### src/rtl/stack_with_middle_access_top_assert.svh
// ----------------------------------------------------------------------------
// stack_with_middle_access_top_assert.svh
// assertion macros for the stack with middle access block
// ----------------------------------------------------------------------------
`ifndef STACK_WITH_MIDDLE_ACCESS_TOP_ASSERT_SVH
`define STACK_WITH_MIDDLE_ACCESS_TOP_ASSERT_SVH

// same-cycle implication, sampled on clk, off while in reset
`define SWMA_ASSERT_NOW(lbl, ante, cons, msg) \
    lbl: assert property (@(posedge clk) disable iff (!rst_n) (ante) |-> (cons)) \
        else $error(msg);

// next-cycle implication, sampled on clk, off while in reset
`define SWMA_ASSERT_NEXT(lbl, ante, cons, msg) \
    lbl: assert property (@(posedge clk) disable iff (!rst_n) (ante) |=> (cons)) \
        else $error(msg);

`endif

### src/rtl/swma_pkg.sv
// ----------------------------------------------------------------------------
// swma_pkg
// shared types and constants of the stack with middle access block
// ----------------------------------------------------------------------------
package swma_pkg;

    // default number of stored words
    localparam int DEPTH_DEFAULT = 16;

    // payload widths
    localparam int WORD_W  = 32;
    localparam int OP_W    = 2;
    localparam int STAT_W  = 2;
    localparam int DNOW_W  = 5;

    // operation codes
    typedef enum logic [OP_W-1:0] {
        OP_PUSH = 2'd0,
        OP_POP  = 2'd1,
        OP_MID  = 2'd2,
        OP_DEL  = 2'd3
    } op_t;

    // result status codes
    typedef enum logic [STAT_W-1:0] {
        ST_OK    = 2'd0,
        ST_EMPTY = 2'd1,
        ST_FULL  = 2'd2
    } status_t;

    // read address select
    typedef enum logic [1:0] {
        RD_TOP = 2'd0,
        RD_MID = 2'd1,
        RD_PTR = 2'd2
    } rd_sel_t;

    // result value select
    typedef enum logic [1:0] {
        VAL_ZERO  = 2'd0,
        VAL_RDATA = 2'd1,
        VAL_KEEP  = 2'd2
    } val_sel_t;

    // controller to datapath commands
    typedef struct packed {
        logic     wr_push;
        logic     wr_shift;
        logic     rd_en;
        rd_sel_t  rd_sel;
        logic     cnt_dec;
        logic     ptr_load;
        logic     ptr_inc;
        logic     val_cap;
        logic     out_load;
        status_t  out_status;
        val_sel_t val_sel;
    } cmd_t;

    // datapath to controller status
    typedef struct packed {
        logic full;
        logic empty;
        logic ptr_done;
        logic out_busy;
    } stat_t;

endpackage

### src/rtl/swma_dp.sv
// ----------------------------------------------------------------------------
// swma_dp
// element memory, count and shift pointer, result register
// ----------------------------------------------------------------------------
module swma_dp #(
    parameter int DEPTH = swma_pkg::DEPTH_DEFAULT
) (
    input  logic                             clk,
    input  logic                             rst_n,
    input  swma_pkg::cmd_t                   cmd,
    output swma_pkg::stat_t                  stat,
    input  logic signed [swma_pkg::WORD_W-1:0] push_value,
    input  logic                             out_ready,
    output logic                             out_valid,
    output logic signed [swma_pkg::WORD_W-1:0] result_value,
    output swma_pkg::status_t                status,
    output logic [swma_pkg::DNOW_W-1:0]      depth_now
);

    localparam int AW = $clog2(DEPTH);
    localparam int CW = $clog2(DEPTH + 1);

    logic [CW-1:0] count_reg, count_next;
    logic [CW-1:0] ptr_reg, ptr_next;
    logic [CW-1:0] top_idx, mid_idx, shift_idx, rd_idx;
    logic [swma_pkg::WORD_W-1:0] mem [DEPTH];
    logic [swma_pkg::WORD_W-1:0] rdata_reg;
    logic [swma_pkg::WORD_W-1:0] wr_data;
    logic [AW-1:0] wr_addr;
    logic          wr_en;
    logic          out_valid_reg, out_valid_next;
    logic signed [swma_pkg::WORD_W-1:0] value_reg, value_next;
    swma_pkg::status_t status_reg;
    logic [swma_pkg::DNOW_W-1:0] depth_reg;

    // address arithmetic
    assign top_idx   = count_reg - CW'(1);
    assign mid_idx   = count_reg >> 1;
    assign shift_idx = ptr_reg - CW'(2);

    always_comb
    begin
        unique case (cmd.rd_sel)
            swma_pkg::RD_TOP: rd_idx = top_idx;
            swma_pkg::RD_MID: rd_idx = mid_idx;
            swma_pkg::RD_PTR: rd_idx = ptr_reg;
            default:          rd_idx = ptr_reg;
        endcase
    end

    // write port: push at the top, or a shift step one place down
    assign wr_en   = cmd.wr_push | cmd.wr_shift;
    assign wr_addr = cmd.wr_push ? count_reg[AW-1:0] : shift_idx[AW-1:0];
    assign wr_data = cmd.wr_push ? push_value : rdata_reg;

    always_ff @(posedge clk)
    begin
        if (wr_en)
        begin
            mem[wr_addr] <= wr_data;
        end
        if (cmd.rd_en)
        begin
            rdata_reg <= mem[rd_idx[AW-1:0]];
        end
    end

    // element count and shift pointer
    always_comb
    begin
        count_next = count_reg;
        if (cmd.wr_push)
        begin
            count_next = count_reg + CW'(1);
        end
        else if (cmd.cnt_dec)
        begin
            count_next = count_reg - CW'(1);
        end
        ptr_next = ptr_reg;
        if (cmd.ptr_load)
        begin
            ptr_next = mid_idx + CW'(1);
        end
        else if (cmd.ptr_inc)
        begin
            ptr_next = ptr_reg + CW'(1);
        end
    end

    always_ff @(posedge clk or negedge rst_n)
    begin
        if (!rst_n)
        begin
            count_reg <= '0;
        end
        else
        begin
            count_reg <= count_next;
        end
    end

    always_ff @(posedge clk)
    begin
        ptr_reg <= ptr_next;
    end

    // result register
    always_comb
    begin
        value_next = value_reg;
        if (cmd.val_cap)
        begin
            value_next = rdata_reg;
        end
        if (cmd.out_load)
        begin
            unique case (cmd.val_sel)
                swma_pkg::VAL_ZERO:  value_next = '0;
                swma_pkg::VAL_RDATA: value_next = rdata_reg;
                swma_pkg::VAL_KEEP:  value_next = value_reg;
                default:             value_next = '0;
            endcase
        end
        out_valid_next = out_valid_reg;
        if (cmd.out_load)
        begin
            out_valid_next = 1'b1;
        end
        else if (out_ready)
        begin
            out_valid_next = 1'b0;
        end
    end

    always_ff @(posedge clk or negedge rst_n)
    begin
        if (!rst_n)
        begin
            out_valid_reg <= 1'b0;
        end
        else
        begin
            out_valid_reg <= out_valid_next;
        end
    end

    always_ff @(posedge clk)
    begin
        value_reg <= value_next;
        if (cmd.out_load)
        begin
            status_reg <= cmd.out_status;
            depth_reg  <= swma_pkg::DNOW_W'(count_next);
        end
    end

    // status back to the controller
    assign stat.full     = (count_reg == CW'(DEPTH));
    assign stat.empty    = (count_reg == '0);
    assign stat.ptr_done = (ptr_reg == count_reg);
    assign stat.out_busy = out_valid_reg & ~out_ready;

    assign out_valid    = out_valid_reg;
    assign result_value = value_reg;
    assign status       = status_reg;
    assign depth_now    = depth_reg;

endmodule

### src/rtl/swma_ctrl.sv
// ----------------------------------------------------------------------------
// swma_ctrl
// operation sequencer of the stack with middle access block
// ----------------------------------------------------------------------------
module swma_ctrl (
    input  logic              clk,
    input  logic              rst_n,
    input  logic              in_valid,
    input  swma_pkg::op_t     op,
    output logic              in_ready,
    input  swma_pkg::stat_t   stat,
    output swma_pkg::cmd_t    cmd
);

    typedef enum logic [3:0] {
        S_IDLE  = 4'b0001,
        S_READ  = 4'b0010,
        S_DMID  = 4'b0100,
        S_SHIFT = 4'b1000
    } state_t;

    state_t state_reg, state_next;
    logic   accept;

    // take an item only when idle and the result slot frees up
    assign in_ready = (state_reg == S_IDLE) & ~stat.out_busy;
    assign accept   = in_valid & in_ready;

    // next state and commands
    always_comb
    begin
        state_next     = state_reg;
        cmd            = '0;
        cmd.rd_sel     = swma_pkg::RD_TOP;
        cmd.out_status = swma_pkg::ST_OK;
        cmd.val_sel    = swma_pkg::VAL_ZERO;
        unique case (state_reg)
            S_IDLE:
            begin
                if (accept)
                begin
                    if (op == swma_pkg::OP_PUSH)
                    begin
                        cmd.out_load = 1'b1;
                        if (stat.full)
                        begin
                            cmd.out_status = swma_pkg::ST_FULL;
                        end
                        else
                        begin
                            cmd.wr_push = 1'b1;
                        end
                    end
                    else if (stat.empty)
                    begin
                        cmd.out_load   = 1'b1;
                        cmd.out_status = swma_pkg::ST_EMPTY;
                    end
                    else
                    begin
                        unique case (op)
                            swma_pkg::OP_POP:
                            begin
                                cmd.rd_en   = 1'b1;
                                cmd.rd_sel  = swma_pkg::RD_TOP;
                                cmd.cnt_dec = 1'b1;
                                state_next  = S_READ;
                            end
                            swma_pkg::OP_MID:
                            begin
                                cmd.rd_en  = 1'b1;
                                cmd.rd_sel = swma_pkg::RD_MID;
                                state_next = S_READ;
                            end
                            swma_pkg::OP_DEL:
                            begin
                                cmd.rd_en    = 1'b1;
                                cmd.rd_sel   = swma_pkg::RD_MID;
                                cmd.ptr_load = 1'b1;
                                state_next   = S_DMID;
                            end
                            default:
                            begin
                                state_next = S_IDLE;
                            end
                        endcase
                    end
                end
            end
            S_READ:
            begin
                cmd.out_load = 1'b1;
                cmd.val_sel  = swma_pkg::VAL_RDATA;
                state_next   = S_IDLE;
            end
            S_DMID:
            begin
                // middle word arrives; start moving the upper part down
                cmd.val_cap = 1'b1;
                if (stat.ptr_done)
                begin
                    cmd.cnt_dec  = 1'b1;
                    cmd.out_load = 1'b1;
                    cmd.val_sel  = swma_pkg::VAL_RDATA;
                    state_next   = S_IDLE;
                end
                else
                begin
                    cmd.rd_en   = 1'b1;
                    cmd.rd_sel  = swma_pkg::RD_PTR;
                    cmd.ptr_inc = 1'b1;
                    state_next  = S_SHIFT;
                end
            end
            S_SHIFT:
            begin
                // write the word read last cycle, read the next one
                cmd.wr_shift = 1'b1;
                if (stat.ptr_done)
                begin
                    cmd.cnt_dec  = 1'b1;
                    cmd.out_load = 1'b1;
                    cmd.val_sel  = swma_pkg::VAL_KEEP;
                    state_next   = S_IDLE;
                end
                else
                begin
                    cmd.rd_en   = 1'b1;
                    cmd.rd_sel  = swma_pkg::RD_PTR;
                    cmd.ptr_inc = 1'b1;
                end
            end
            default:
            begin
                state_next = S_IDLE;
            end
        endcase
    end

    always_ff @(posedge clk or negedge rst_n)
    begin
        if (!rst_n)
        begin
            state_reg <= S_IDLE;
        end
        else
        begin
            state_reg <= state_next;
        end
    end

endmodule

### src/rtl/stack_with_middle_access_top.sv
// ----------------------------------------------------------------------------
// stack_with_middle_access_top
// bounded stack of signed words with read and delete of the middle element
// ----------------------------------------------------------------------------
// Usage: each item on the s_axis channel is one operation (tuser) with a push
// word (tdata). Each item gives exactly one result item on m_axis: the
// popped, middle or deleted word, a status code and the depth afterwards.
// The middle is the element at floor(depth/2) counted from the bottom.
// Push and any refused operation load the result at accept, so it is valid
// in the cycle after; pop and read middle go through the registered memory
// read and then the result register; delete middle reads the middle word,
// moves each word above it one place down with one memory read and one write
// per cycle, and loads the result as the last word is moved.
// One item is in work at a time; the next is taken in the cycle after the
// result is loaded, or the same cycle the previous result is taken.
// Reset clears the depth to zero and drops any pending result; memory words
// are not cleared. While m_axis_tready is low a result is held stable and
// s_axis_tready stays low until it is taken.
// ----------------------------------------------------------------------------
`include "stack_with_middle_access_top_assert.svh"

module stack_with_middle_access_top #(
    parameter int DEPTH = swma_pkg::DEPTH_DEFAULT
) (
    input  logic        clk,
    input  logic        rst_n,
    input  logic        s_axis_tvalid,
    output logic        s_axis_tready,
    input  logic [31:0] s_axis_tdata,   // [31:0] push_value
    input  logic [1:0]  s_axis_tuser,   // [1:0] operation
    output logic        m_axis_tvalid,
    input  logic        m_axis_tready,
    output logic [39:0] m_axis_tdata,   // [31:0] result_value, [36:32] depth_now
    output logic [1:0]  m_axis_tuser    // [1:0] status
);

    swma_pkg::cmd_t    cmd;
    swma_pkg::stat_t   stat;
    swma_pkg::status_t status;
    logic signed [swma_pkg::WORD_W-1:0] result_value;
    logic [swma_pkg::DNOW_W-1:0]        depth_now;
    swma_pkg::op_t     op;

    assign op = swma_pkg::op_t'(s_axis_tuser);

    // sequencer
    swma_ctrl u_ctrl (
        .clk      (clk),
        .rst_n    (rst_n),
        .in_valid (s_axis_tvalid),
        .op       (op),
        .in_ready (s_axis_tready),
        .stat     (stat),
        .cmd      (cmd)
    );

    // storage and result register
    swma_dp #(
        .DEPTH (DEPTH)
    ) u_dp (
        .clk          (clk),
        .rst_n        (rst_n),
        .cmd          (cmd),
        .stat         (stat),
        .push_value   (s_axis_tdata),
        .out_ready    (m_axis_tready),
        .out_valid    (m_axis_tvalid),
        .result_value (result_value),
        .status       (status),
        .depth_now    (depth_now)
    );

    // output packing
    assign m_axis_tdata = {3'b000, depth_now, result_value};
    assign m_axis_tuser = status;

    // checks
    `SWMA_ASSERT_NOW(a_no_accept_over_result,
        s_axis_tvalid && s_axis_tready, !(m_axis_tvalid && !m_axis_tready),
        "item accepted while a result is stalled")
    `SWMA_ASSERT_NEXT(a_empty_reply,
        s_axis_tvalid && s_axis_tready && stat.empty && (op != swma_pkg::OP_PUSH),
        m_axis_tvalid && (m_axis_tuser == swma_pkg::ST_EMPTY),
        "operation on empty stack not answered with empty status")
    `SWMA_ASSERT_NEXT(a_push_ok_reply,
        s_axis_tvalid && s_axis_tready && !stat.full && (op == swma_pkg::OP_PUSH),
        m_axis_tvalid && (m_axis_tuser == swma_pkg::ST_OK) && (result_value == 0),
        "accepted push not answered with ok status and zero word")
    `SWMA_ASSERT_NOW(a_single_write,
        1'b1, !(cmd.wr_push && cmd.wr_shift),
        "push and shift write in the same cycle")

endmodule

### config.mk
export PLATFORM = sky130hd
export DESIGN_NAME = stack_with_middle_access_top
export DESIGN_NICKNAME = d
export VERILOG_FILES = /design/src/rtl/swma_pkg.sv /design/src/rtl/swma_dp.sv /design/src/rtl/swma_ctrl.sv /design/src/rtl/stack_with_middle_access_top.sv
export VERILOG_INCLUDE_DIRS = /design/src /design/src/rtl
export SDC_FILE = /design/constraint.sdc
export NUM_CORES = 1
export LEC_CHECK = 0
export CORE_MARGIN = 4
export CORE_UTILIZATION = 60
export CTS_CLUSTER_SIZE = 40
export DETAILED_ROUTE_END_ITERATION = 10
export DONT_BUFFER_PORTS = 1
export PLACE_DENSITY = 0.73
export SLEW_MARGIN = 20
export SYNTH_ARGS = -nofsm -noshare
export SYNTH_HDL_FRONTEND = slang
export SYNTH_SLANG_ARGS = --single-unit
### constraint.sdc
create_clock -name clk -period 6.98 [get_ports clk]
set_input_delay 1.396 -clock clk [delete_from_list [all_inputs] [get_ports clk]]
set_output_delay 1.396 -clock clk [all_outputs]
set_load 0.005 [all_outputs]
# Yosys cells after proc, flatten, opt, wreduce, memory -nomap -nowiden
# Memory sizes are Yosys's and may differ from the RTL's. A register that Yosys moved wholly into a read port is not among the register bits.
# Cells that the tools add are included.
# Widths: inputs -> output; s select.
[classes]
n_addsub = 5
n_eq_ne = 17
mux = 47
n_bitwise = 6
n_reduce_logical = 12
[ops]
columns = ["operator", "count"]
rows = [
  ["$mux 32", 3],
  ["$pmux 32 s2", 1],
  ["$mux 5", 7],
  ["$mux 4", 6],
  ["$mux 1", 17],
  ["$pmux 4 s2", 2],
  ["$mux 3", 4],
  ["$pmux 3 s2", 2],
  ["$pmux 4 s3", 1],
  ["$add 5x1->5 const B", 2],
  ["$ne 2x2->1 const B", 4],
  ["$eq 2x1->1 const B", 3],
  ["$eq 2x2->1 const B", 3],
  ["$pmux 2 s3", 1],
  ["$reduce_bool 2->1", 3],
  ["$reduce_or 2->1", 3],
  ["$add 4x1->5 const B", 1],
  ["$eq 5x5->1", 1],
  ["$eq 5x5->1 const B", 1],
  ["$logic_not 5->1", 1],
  ["$sub 5x1->5 const B", 1],
  ["$eq 4x1->1 const B", 1],
  ["$eq 4x2->1 const B", 1],
  ["$eq 4x3->1 const B", 1],
  ["11 further kinds", 17],
]
[totals]
reg_bits = 54
mem_bits_rw = 512
output_inout_bits = 44
wordCells = 95
memories = 1
[memory_table]
columns = ["memory", "depth", "width", "read_ports", "rd_clocked_by_memory_dff", "write_ports", "line_no", "rtl"]
rows = [
  ["u_dp.mem", 16, 32, 1, 1, 1, "swma_dp.sv:26", "logic [swma_pkg::WORD_W-1:0] mem [DEPTH];"],
]

# Depth between registers and ports, before layout
# Gate-level depths: netlist of the first run.
[depth]
ltp_word = 10
mapped_depth = 15
mapped_depth_nobuf = 12

# Cells and area by module
# A second synthesis of the first run with hierarchy kept.
[hier_totals]
cells_unflattened = 1639
hier_area_um2 = 24624.9
[modules_own_cells]
columns = ["module", "n_inst", "cells_each", "area_each_um2", "seq_area_each_um2"]
rows = [
  ["swma_dp", 1, 1591, 24181.9, 17807.1],
  ["swma_ctrl", 1, 44, 416.6, 101.3],
  ["stack_with_middle_access_top", 1, 4, 26.3, 0.0],
]

# Least setup slack after synthesis of the first run
# OpenSTA, ideal clock, no wires.
[synth_path]
path_kind = "in2reg"
startpoint = "input port m_axis_tready"
endpoint = "memory u_dp.mem[10][0] (netlist bit), enable pin"
setup_time_ns = 0.421
arrival_ns = 4.095
required_ns = 6.559
path_slack_ns = 2.463
path_stages = 6
n_path_buf = 1
path_cell_list = "nand2b_1 > nand4_1 > nor3_1 > clkbuf_1 > a31oi_1 > nor2_1"
[synth_between]
elab_chain_cells = 10
[synth_rtl]
columns = ["element", "line_no", "rtl"]
rows = [
  ["start: declaration", "stack_with_middle_access_top.sv:32", "input logic m_axis_tready,"],
  ["$not 1->1 (*)", "swma_dp.sv:162", "assign stat.out_busy = out_valid_reg & ~out_ready;"],
  ["$and 1x1->1 (*)", "swma_dp.sv:162", ""],
  ["$not 1->1 (*)", "swma_ctrl.sv:26", "assign in_ready = (state_reg == S_IDLE) & ~stat.out_busy;"],
  ["$and 1x1->1 (*)", "swma_ctrl.sv:26", ""],
  ["$and 1x1->1 (*)", "swma_ctrl.sv:27", "assign accept = in_valid & in_ready;"],
  ["$mux 1 (*)", "swma_ctrl.sv:40", "if (accept)"],
  ["$mux 1 (*)", "swma_ctrl.sv:37", "unique case (state_reg)"],
  ["$or 1x1->1", "swma_dp.sv:52", "assign wr_en = cmd.wr_push | cmd.wr_shift;"],
  ["$mux 1", "swma_dp.sv:58", "if (wr_en)"],
  ["$mux 1 (not written as such)", "swma_dp.sv:60", "mem[wr_addr] <= wr_data;"],
  ["end: declaration", "swma_dp.sv:26", ""],
]
# Every way passes the cells marked *; elsewhere a longest branch is shown, timed or not.

# Worst setup path after layout of the first run
[layout_path]
startpoint = "register u_dp.count_reg[0]"
endpoint = "register u_dp.rdata_reg[3] (netlist bit) (read register of u_dp.mem) (data pin)"
[layout_between]
elab_chain_cells = 7
[layout_rtl]
columns = ["element", "line_no", "rtl"]
rows = [
  ["start: declaration", "swma_dp.sv:23", "logic [CW-1:0] count_reg, count_next;"],
  ["start signal: assignment", "swma_dp.sv:99", "count_reg <= count_next;"],
  ["$logic_not 5->1", "swma_dp.sv:160", "assign stat.empty = (count_reg == '0);"],
  ["$mux 5", "swma_ctrl.sv:54", "else if (stat.empty)"],
  ["$mux 5", "swma_ctrl.sv:42", "if (op == swma_pkg::OP_PUSH)"],
  ["$mux 5", "swma_ctrl.sv:40", ""],
  ["$pmux 4 s2", "swma_ctrl.sv:37", ""],
  ["$eq 2x1->1 or $logic_not 2->1 (tied branches)", "swma_dp.sv:43", "unique case (cmd.rd_sel)"],
  ["$pmux 4 s2", "swma_dp.sv:43", ""],
  ["end: declaration", "swma_dp.sv:27", "logic [swma_pkg::WORD_W-1:0] rdata_reg;"],
]
# Several ways; a longest one is shown, not always the timed one.
# A chain may end at the register's enable or synchronous reset.

==> results.toml, run 1 <==
[timing]
tns_ps = 0
min_period_ps = 4650
slew_headroom_pct = 22.3
finClkSkew_ps = 17.4
rsz0062_at_grt = "false"
period_share_pct = 66.6
drv_slew = 0
hold_viol_final = 0
setup-violations-final = 0
tightest_slew_ps = 1160
setup_slack_ps = 2330
fmax_mhz = 215
whs_ps = 489

[floorplanning]
die_area_um2 = 42700
core_um2 = 38800
die_w_um = 207
ios = 82
rows = 72
start_util_pct = 61.0
die_h_um = 207

[clock_network]
clk_path_buf_depth = 3
clk_pin_slew_ps = 60
cts_root_buf = "clkbuf_16"
post-cts-setup-buffer-count = 0
postCtsHoldBufs = 0
cts_made_buffers = 55
cts_resized = 0
htreeDepth = 2
insertion_delay_ps = 600
clock-sinks = 598
cts_tree = "built"

[setup_path]
critPathMaxFanout = 20
crit_required_ps = 7440
r2r_cells = 10
crit_arrival_ps = 5110
regToRegEndpoint = "u_dp.rdata_reg[3]$_DFFE_PP_"
end_kind = "register"
reg2reg_from = "u_dp.count_reg[0]$_DFF_PN0_"
r2r_setup_slack_ps = 2330
setup.worst_path.start_class = "register"
crit_type = "register to register"

[layout]
fin_area_um2 = 26300
most-common-layout-cells = "edfxtp_1, nand2_1, mux2i_1"
largest_reg_flops = 512
n_antenna_cell = 0
final_layout_size_suffix_gt1_share_pct = 11.9
nFillCells = 2499
final_common_cell = "edfxtp_1"
area_growth_pct = 11.2
fin_nets = 1547

[yosys]
synth_edf_count = 588
netlist_area_um2 = 23700
synth_flop_cell = "edfxtp_1"
synthCells = 1490
async_reset_ff_share_pct = 1.67
synth_cell_types = 50
syn_avg_cell_area_um2 = 15.9
ys_seq_elements = 598
yosys_warnings = 0
ys_seq_area_share_pct = 75.6

[detailed_routing]
wirelength_um = 55300
drt_iter0_markers = 1744
num_vias = 13500
drc = 0
firstDrtPassIters = 6
drtAntennaViolNets = 0
viasPerCell = 6.55
wl_per_cell_um = 26.9

[global_routing]
grt_max_degree = 62
grt.total_usage_pct = 26.0
antenna_found_initial = 1
overflow = 0
grt_pass1_wl_um = 82800
first_global_vias = 13100

[power_and_ir_drop]
p_leak_uw = 0.00878
peakVddDrop_mv = 0.291
powerDensity_nw_per_um2 = 442

[placement]
port_buffers = 0
place_area_um2 = 24600
gp_congestion = 0.834
hpwl_um = 31800
dp_slack_ps = 1820

[status]
status = "finished, final reports clean"

[flow_run]
timing.max_cap.violations = 0

[min_path]
hp-class = "input pin to async pin"
[layout make-up]
class	count	area, µm²	area share [%]
sequential	598	17900	68.0
multi-input combinational	791	5520	20.9
clock buffer	69	1550	5.87
tap	518	648	2.46
timing repair buffer	40	502	1.90
clock inverter	24	175	0.665
inverter	13	48.8	0.185
[synthesized netlist by cell type, types with 4 or more instances]
library cell,number,area [µm²]
buf_1,7,26.3
buf_4,10,75.1
xnor2_1,9,78.8
nor2_1,36,135
and2_1,34,213
o221ai_1,32,280
nand2_1,266,998
ha_1,10,125
a21oi_1,65,325
clkbuf_1,52,195
inv_1,13,48.8
nand3_1,4,20.0
mux2_2,35,394
buf_2,16,80.1
o311a_1,31,310
xor2_1,9,78.8
a211oi_1,4,30.0
a32oi_1,67,587
mux2i_1,128,1280
edfxtp_1,588,17700
buf_6,5,56.3
dfrtp_1,9,225
and3_1,6,37.5
nor3_1,11,55.1
[logic make-up (layout without fill, tap and decap cells)]
logic type	after synthesis	count (layout)	share of synthesized area, %
DFF	598	598	75.6
and+or+nand+nor	372	372	6.66
AOI/OAI and AO/OA	225	225	7.44
muxes	163	163	7.07
buffers and inverters	103	146	2.03
xor gates and xnor gates	18	18	0.665
adders and majority gates	10	10	0.528
other	1	3	0.0158
[critical path, stage by stage, from the launching register on]
cell	delay [ps]
dfrtp_1	640
inv_1	180
ha_1	240
nor4b_2	180
or3_1	470
or2_1	400
a311oi_2	740
nand2_1	650
buf_4	460
o221ai_1	350
o311a_1	180
[per-stage QoR]
stage / power (µW) / utilization, % / cells
2_1_floorplan: 7470 / - / 1492
3_3_place_gp: 8650 / 62.9 / 1951
3_5_place_dp: 8740 / 63.3 / 1958
4_1_cts: 11600 / 67.7 / 2051
5_1_grt: 12100 / 67.8 / 2053
6_report: 11700 / 67.8 / 2053
[how the worst max path moves through the flow]
stage / start / to / cells past startpoint
6_report: u_dp.count_reg[0]$_DFF_PN0_ / u_dp.rdata_reg[3]$_DFFE_PP_ / 10
5_1_grt: u_dp.count_reg[0]$_DFF_PN0_ / u_dp.rdata_reg[3]$_DFFE_PP_ / 10
4_1_cts: u_dp.count_reg[0]$_DFF_PN0_ / u_dp.rdata_reg[3]$_DFFE_PP_ / 10
3_5_place_dp: m_axis_tready / u_dp.mem[4][12]$_DFFE_PP_ / 6
3_3_place_gp: m_axis_tready / u_dp.mem[5][12]$_DFFE_PP_ / 6
2_1_floorplan: m_axis_tready / u_dp.mem[10][0]$_DFFE_PP_ / 6
[metal layers]
| metal | GRT usage [%] | wire length, µm |
|---|---|---|
| met4 | 6.09 | 1210 |
| met3 | 5.44 | 5630 |
| met2 | 41.0 | 26100 |
| met5 | 0 | 20 |
| met1 | 38.1 | 22300 |
[power by group]
part	total, µW	internal (µW)	switching (µW)
logic	3820	1250	2570
clock network	2890	1630	1260
registers	4940	4780	167
Note: power is estimated with default switching activity, not from simulation.
==> inputs of run 2 (changes only) <==
CORE_UTILIZATION = 57   (was 60)
PLACE_DENSITY = 0.72   (was 0.73)
clock period = 4.1 ns   (was 6.98 ns; I/O delays follow)
==> results.toml, run 2 (synthesis gave the netlist of run 1 again) <==
[floorplanning]
core_um2 = 40900
die_h_um = 212
die_w_um = 212
ios = 82
start_util_pct = 57.9
die_area_um2 = 44900
rows = 74

[power_and_ir_drop]
powerDensity_nw_per_um2 = 754
power.share.switching_pct = 33.7
power.share.sequential_pct = 41.8
p_leak_uw = 0.00894
p_switching_uw = 6770
peakVddDrop_mv = 0.688
intPower_uw = 13300
p_clk_share_pct = 25.0
pwr-share-comb_pct = 33.2

[timing]
setup-violations-final = 0
fmax_mhz = 277
period_share_pct = 87.9
tightest_slew_ps = 1040
hold_viol_final = 0
setup_slack_ps = 496
min_period_ps = 3600
rsz0062_at_grt = "false"
slew_headroom_pct = 30.1
drv_slew = 0
tns_ps = 0
finClkSkew_ps = 26.8

[detailed_routing]
viasPerCell = 6.33
wirelength_um = 56600
wl_per_cell_um = 26.8
drc = 0
drtAntennaViolNets = 0
drt_iter0_markers = 1748
num_vias = 13400
firstDrtPassIters = 5

[layout]
final_common_cell = "edfxtp_1"
area_growth_pct = 12.4
seq_area_um2 = 17900
fin_nets = 1581
multi_input_area_um2 = 5500
final_layout_size_suffix_gt1_share_pct = 13.2
nFillCells = 2766
largest_reg_flops = 512
fin_util_pct = 65.1
most-common-layout-cells = "edfxtp_1, nand2_1, mux2i_1"
fin_area_um2 = 26600

[clock_network]
postCtsHoldBufs = 1
clk_path_buf_depth = 3
htreeDepth = 2
insertion_delay_ps = 610
clock-sinks = 598
post-cts-setup-buffer-count = 0
cts_tree = "built"
cts_root_buf = "clkbuf_16"
cts_resized = 0
clk_pin_slew_ps = 60
cts_made_buffers = 58

[flow_run]
timing.max_cap.violations = 0

[global_routing]
grt_pass1_wl_um = 83100
first_global_vias = 13200
grt.total_usage_pct = 25.0
antenna_found_initial = 3
grt_max_degree = 57
overflow = 0

[setup_path]
critPathMaxFanout = 56
setup.worst_path.start_class = "register"
crit_arrival_ps = 3950
crit_type = "register to register"
end_kind = "register"
crit_required_ps = 4440

[placement]
place_area_um2 = 24800
hpwl_um = 31100
dp_slack_ps = 270
port_buffers = 0
gp_congestion = 0.814

[status]
status = "finished, final reports clean"

[min_path]
hp-class = "input pin to async pin"
-- run 2: final timing paths --
kind                                                  start                              end  slack [ps]  cells past startpoint
worst max register to register  u_dp.count_reg[0]$_DFF_PN0_     u_dp.rdata_reg[13]$_DFFE_PP_         500                     10
worst max-delay path            u_dp.count_reg[0]$_DFF_PN0_     u_dp.rdata_reg[13]$_DFFE_PP_         500                     10
min in group clk                              m_axis_tready       u_dp.out_valid$_DFFE_PN0P_         450                      2
max in group asynchronous                             rst_n      u_dp.count_reg[1]$_DFF_PN0_        3190                      1
worst min register to register  u_dp.rdata_reg[8]$_DFFE_PP_   u_dp.result_value[8]$_DFFE_PP_         560                      1
worst min-delay path                                  rst_n  u_ctrl.state_reg[0]$_DFFE_PN1P_          50                      0
-- run 2: through the flow --
step | std cells | hold WS, ps | total power, µW
floorplan | 1492 | 520 | 12700
global placement | 2004 | 525 | 14900
detailed placement | 2004 | 525 | 15100
CTS | 2113 | 16.6 | 20100
global route | 2113 | 24.5 | 20900
finish | 2114 | 49.0 | 20100
-- run 2: final cells by class --
cell class / instances / share of cell area (%)
clock inverter: 29 / 0.935
inverter: 13 / 0.183
tap: 532 / 2.50
sequential: 598 / 67.2
antenna: 1 / 0.00939
multi-input combinational: 791 / 20.6
timing repair buffer: 71 / 2.76
clock buffer: 79 / 5.74
-- run 2: power by group through the flow --
stage	logic (µW)	registers, µW	clock network (µW)
after CTS	6600	8390	5090
after global routing	7110	8420	5360
after global placement	6380	8520	0
final	6660	8390	5030
after detailed placement	6570	8510	0
after floorplan	4370	8350	0
-- run 2: critical path, cell delays in order (launching register included) --
cell      delay (ps)
dfrtp_1          380
inv_1            150
ha_1             200
nor4b_2          320
or3_1            260
or2_1            350
a311o_2          570
buf_12           370
mux2i_1          250
o221ai_1         140
o311a_1          300
-- run 2: per-layer routing --
layer / up-vias / routed length, µm / GRT usage, % / share of wire, %
li1: 5856 / - / - / -
met1: 6765 / 23000 / 35.4 / 41
met2: 657 / 27300 / 40.4 / 48
met3: 98 / 4930 / 4.71 / 8.7
met4: 4 / 1330 / 7.35 / 2.4
met5: - / 32 / 0 / 0.057
==> inputs of run 3 (changes only) <==
HOLD_SLACK_MARGIN = 0.12   (was not set)
==> results.toml, run 3 (synthesis gave the netlist of run 1 again) <==
[placement]
port_buffers = 0
hpwl_um = 31100
dp_slack_ps = 270
gp_congestion = 0.814

[clock_network]
clock-sinks = 598
cts_resized = 0
htreeDepth = 2
post-cts-setup-buffer-count = 0
cts_tree = "built"
clk_path_buf_depth = 3
cts_made_buffers = 58
clk_pin_slew_ps = 60
insertion_delay_ps = 610
cts_root_buf = "clkbuf_16"

[power_and_ir_drop]
p_leak_uw = 0.00894
powerDensity_nw_per_um2 = 753
peakVddDrop_mv = 0.676

[layout]
fin_nets = 1581
area_growth_pct = 12.4
final_layout_size_suffix_gt1_share_pct = 13.2
most-common-layout-cells = "edfxtp_1, nand2_1, mux2i_1"
final_common_cell = "edfxtp_1"
largest_reg_flops = 512

[setup_path]
reg2reg_from = "u_dp.count_reg[0]$_DFF_PN0_"
crit_type = "register to register"
r2r_setup_slack_ps = 490
crit_slowest_cell = "a311o_2"
startpoint = "u_dp.count_reg[0]$_DFF_PN0_"
slowest_delay_ps = 570
crit_required_ps = 4460
setup.worst_path.start_class = "register"
end_kind = "register"
regToRegEndpoint = "u_dp.rdata_reg[22]$_DFFE_PP_"
crit_arrival_ps = 3970
critPathMaxFanout = 53
r2r_cells = 10
worstPathCellList = "inv_1, ha_1, nor4b_2, or3_1, or2_1, a311o_2, buf_12, mux2i_1, o221ai_1, o311a_1"

[timing]
fmax_mhz = 277
slew_headroom_pct = 28.7
setup-violations-final = 0
drv_slew = 0
tightest_slew_ps = 1070
min_period_ps = 3610
tns_ps = 0
whs_ps = 447
rsz0062_at_grt = "false"
hold_viol_final = 0
period_share_pct = 88.1
setup_slack_ps = 488
finClkSkew_ps = 24.8

[detailed_routing]
num_vias = 13300
wl_per_cell_um = 26.7
viasPerCell = 6.31
drt_iter0_markers = 1829
firstDrtPassIters = 5
wirelength_um = 56500
drc = 0
drtAntennaViolNets = 0

[global_routing]
grt_max_degree = 57
grt_use_met1_pct = 35.4
grt_pass1_wl_um = 83100
grt.total_usage_pct = 25.0
use_met2_pct = 40.3
overflow = 0
busiest_layer = "met2"
grt_util_met3_pct = 4.71
antenna_found_initial = 3
first_global_vias = 13200

[min_path]
hp-class = "input pin to register"
hold_end = "u_dp.out_valid$_DFFE_PN0P_"
hold_depth = 2
hp-start = "m_axis_tready"

[floorplanning]
ios = 82
start_util_pct = 57.9
die_h_um = 212
die_w_um = 212
die_area_um2 = 44900
core_um2 = 40900
rows = 74

[flow_run]
timing.max_cap.violations = 0

[status]
status = "finished, final reports clean"
## run 3: what timing repair did
action,in CTS,in global routing
hold endpoints to repair,10,0
hold buffers,1,0
setup endpoints to repair,0,0
## run 3: worst max path at each step
stage | to | slack (ps)
after CTS | u_dp.rdata_reg[22]$_DFFE_PP_ | 520
after global routing | u_dp.rdata_reg[4]$_DFFE_PP_ | 240
final | u_dp.rdata_reg[22]$_DFFE_PP_ | 490
after global placement | u_dp.rdata_reg[21]$_DFFE_PP_ | 380
after detailed placement | u_dp.rdata_reg[31]$_DFFE_PP_ | 270
after floorplan | u_dp.mem[9][0]$_DFFE_PP_ | 160
## run 3: cell type report
cell class	instances	area, µm²
clock buffer	79	1530
clock inverter	29	249
antenna	1	2.50
inverter	13	48.8
fill	2768	14300
tap	532	666
sequential	598	17900
timing repair buffer	71	736
multi-input combinational	791	5500
## run 3: power by group
part,total [µW],internal [µW],switching [µW],leakage [µW]
clock,5030,2860,2170,0.000863
combinational,6650,2310,4330,0.00265
sequential,8390,8130,257,0.00543
## run 3: worst max-delay path: cells and delay by family, from the launching register on
family,cells,cell delay [ps]
AO/OA/AOI/OAI,3,1060
adder cells (fa/ha/maj),1,200
buffers and inverters,2,510
flip-flops,1,380
multiplexers,1,240
AND/OR/NAND/NOR,3,930
## run 3: metal layers
metal	routed length, µm	part of all wire (%)	vias to the layer above
met1	22500	40	6687
li1	-	-	5849
met3	5450	9.6	89
met2	27200	48	703
met5	32	0.057	-
met4	1290	2.3	4
## run 3: through the flow
stage | instance area, µm² | std cells | total power (µW) | utilization [%]
2_1_floorplan | 23700 | 1492 | 12700 | -
6_report | 26600 | 2114 | 20100 | 65.1
5_1_grt | 26600 | 2113 | 20900 | 65.1
3_3_place_gp | 24800 | 2004 | 14900 | 60.7
3_5_place_dp | 24800 | 2004 | 15100 | 60.7
4_1_cts | 26600 | 2113 | 20100 | 65.1
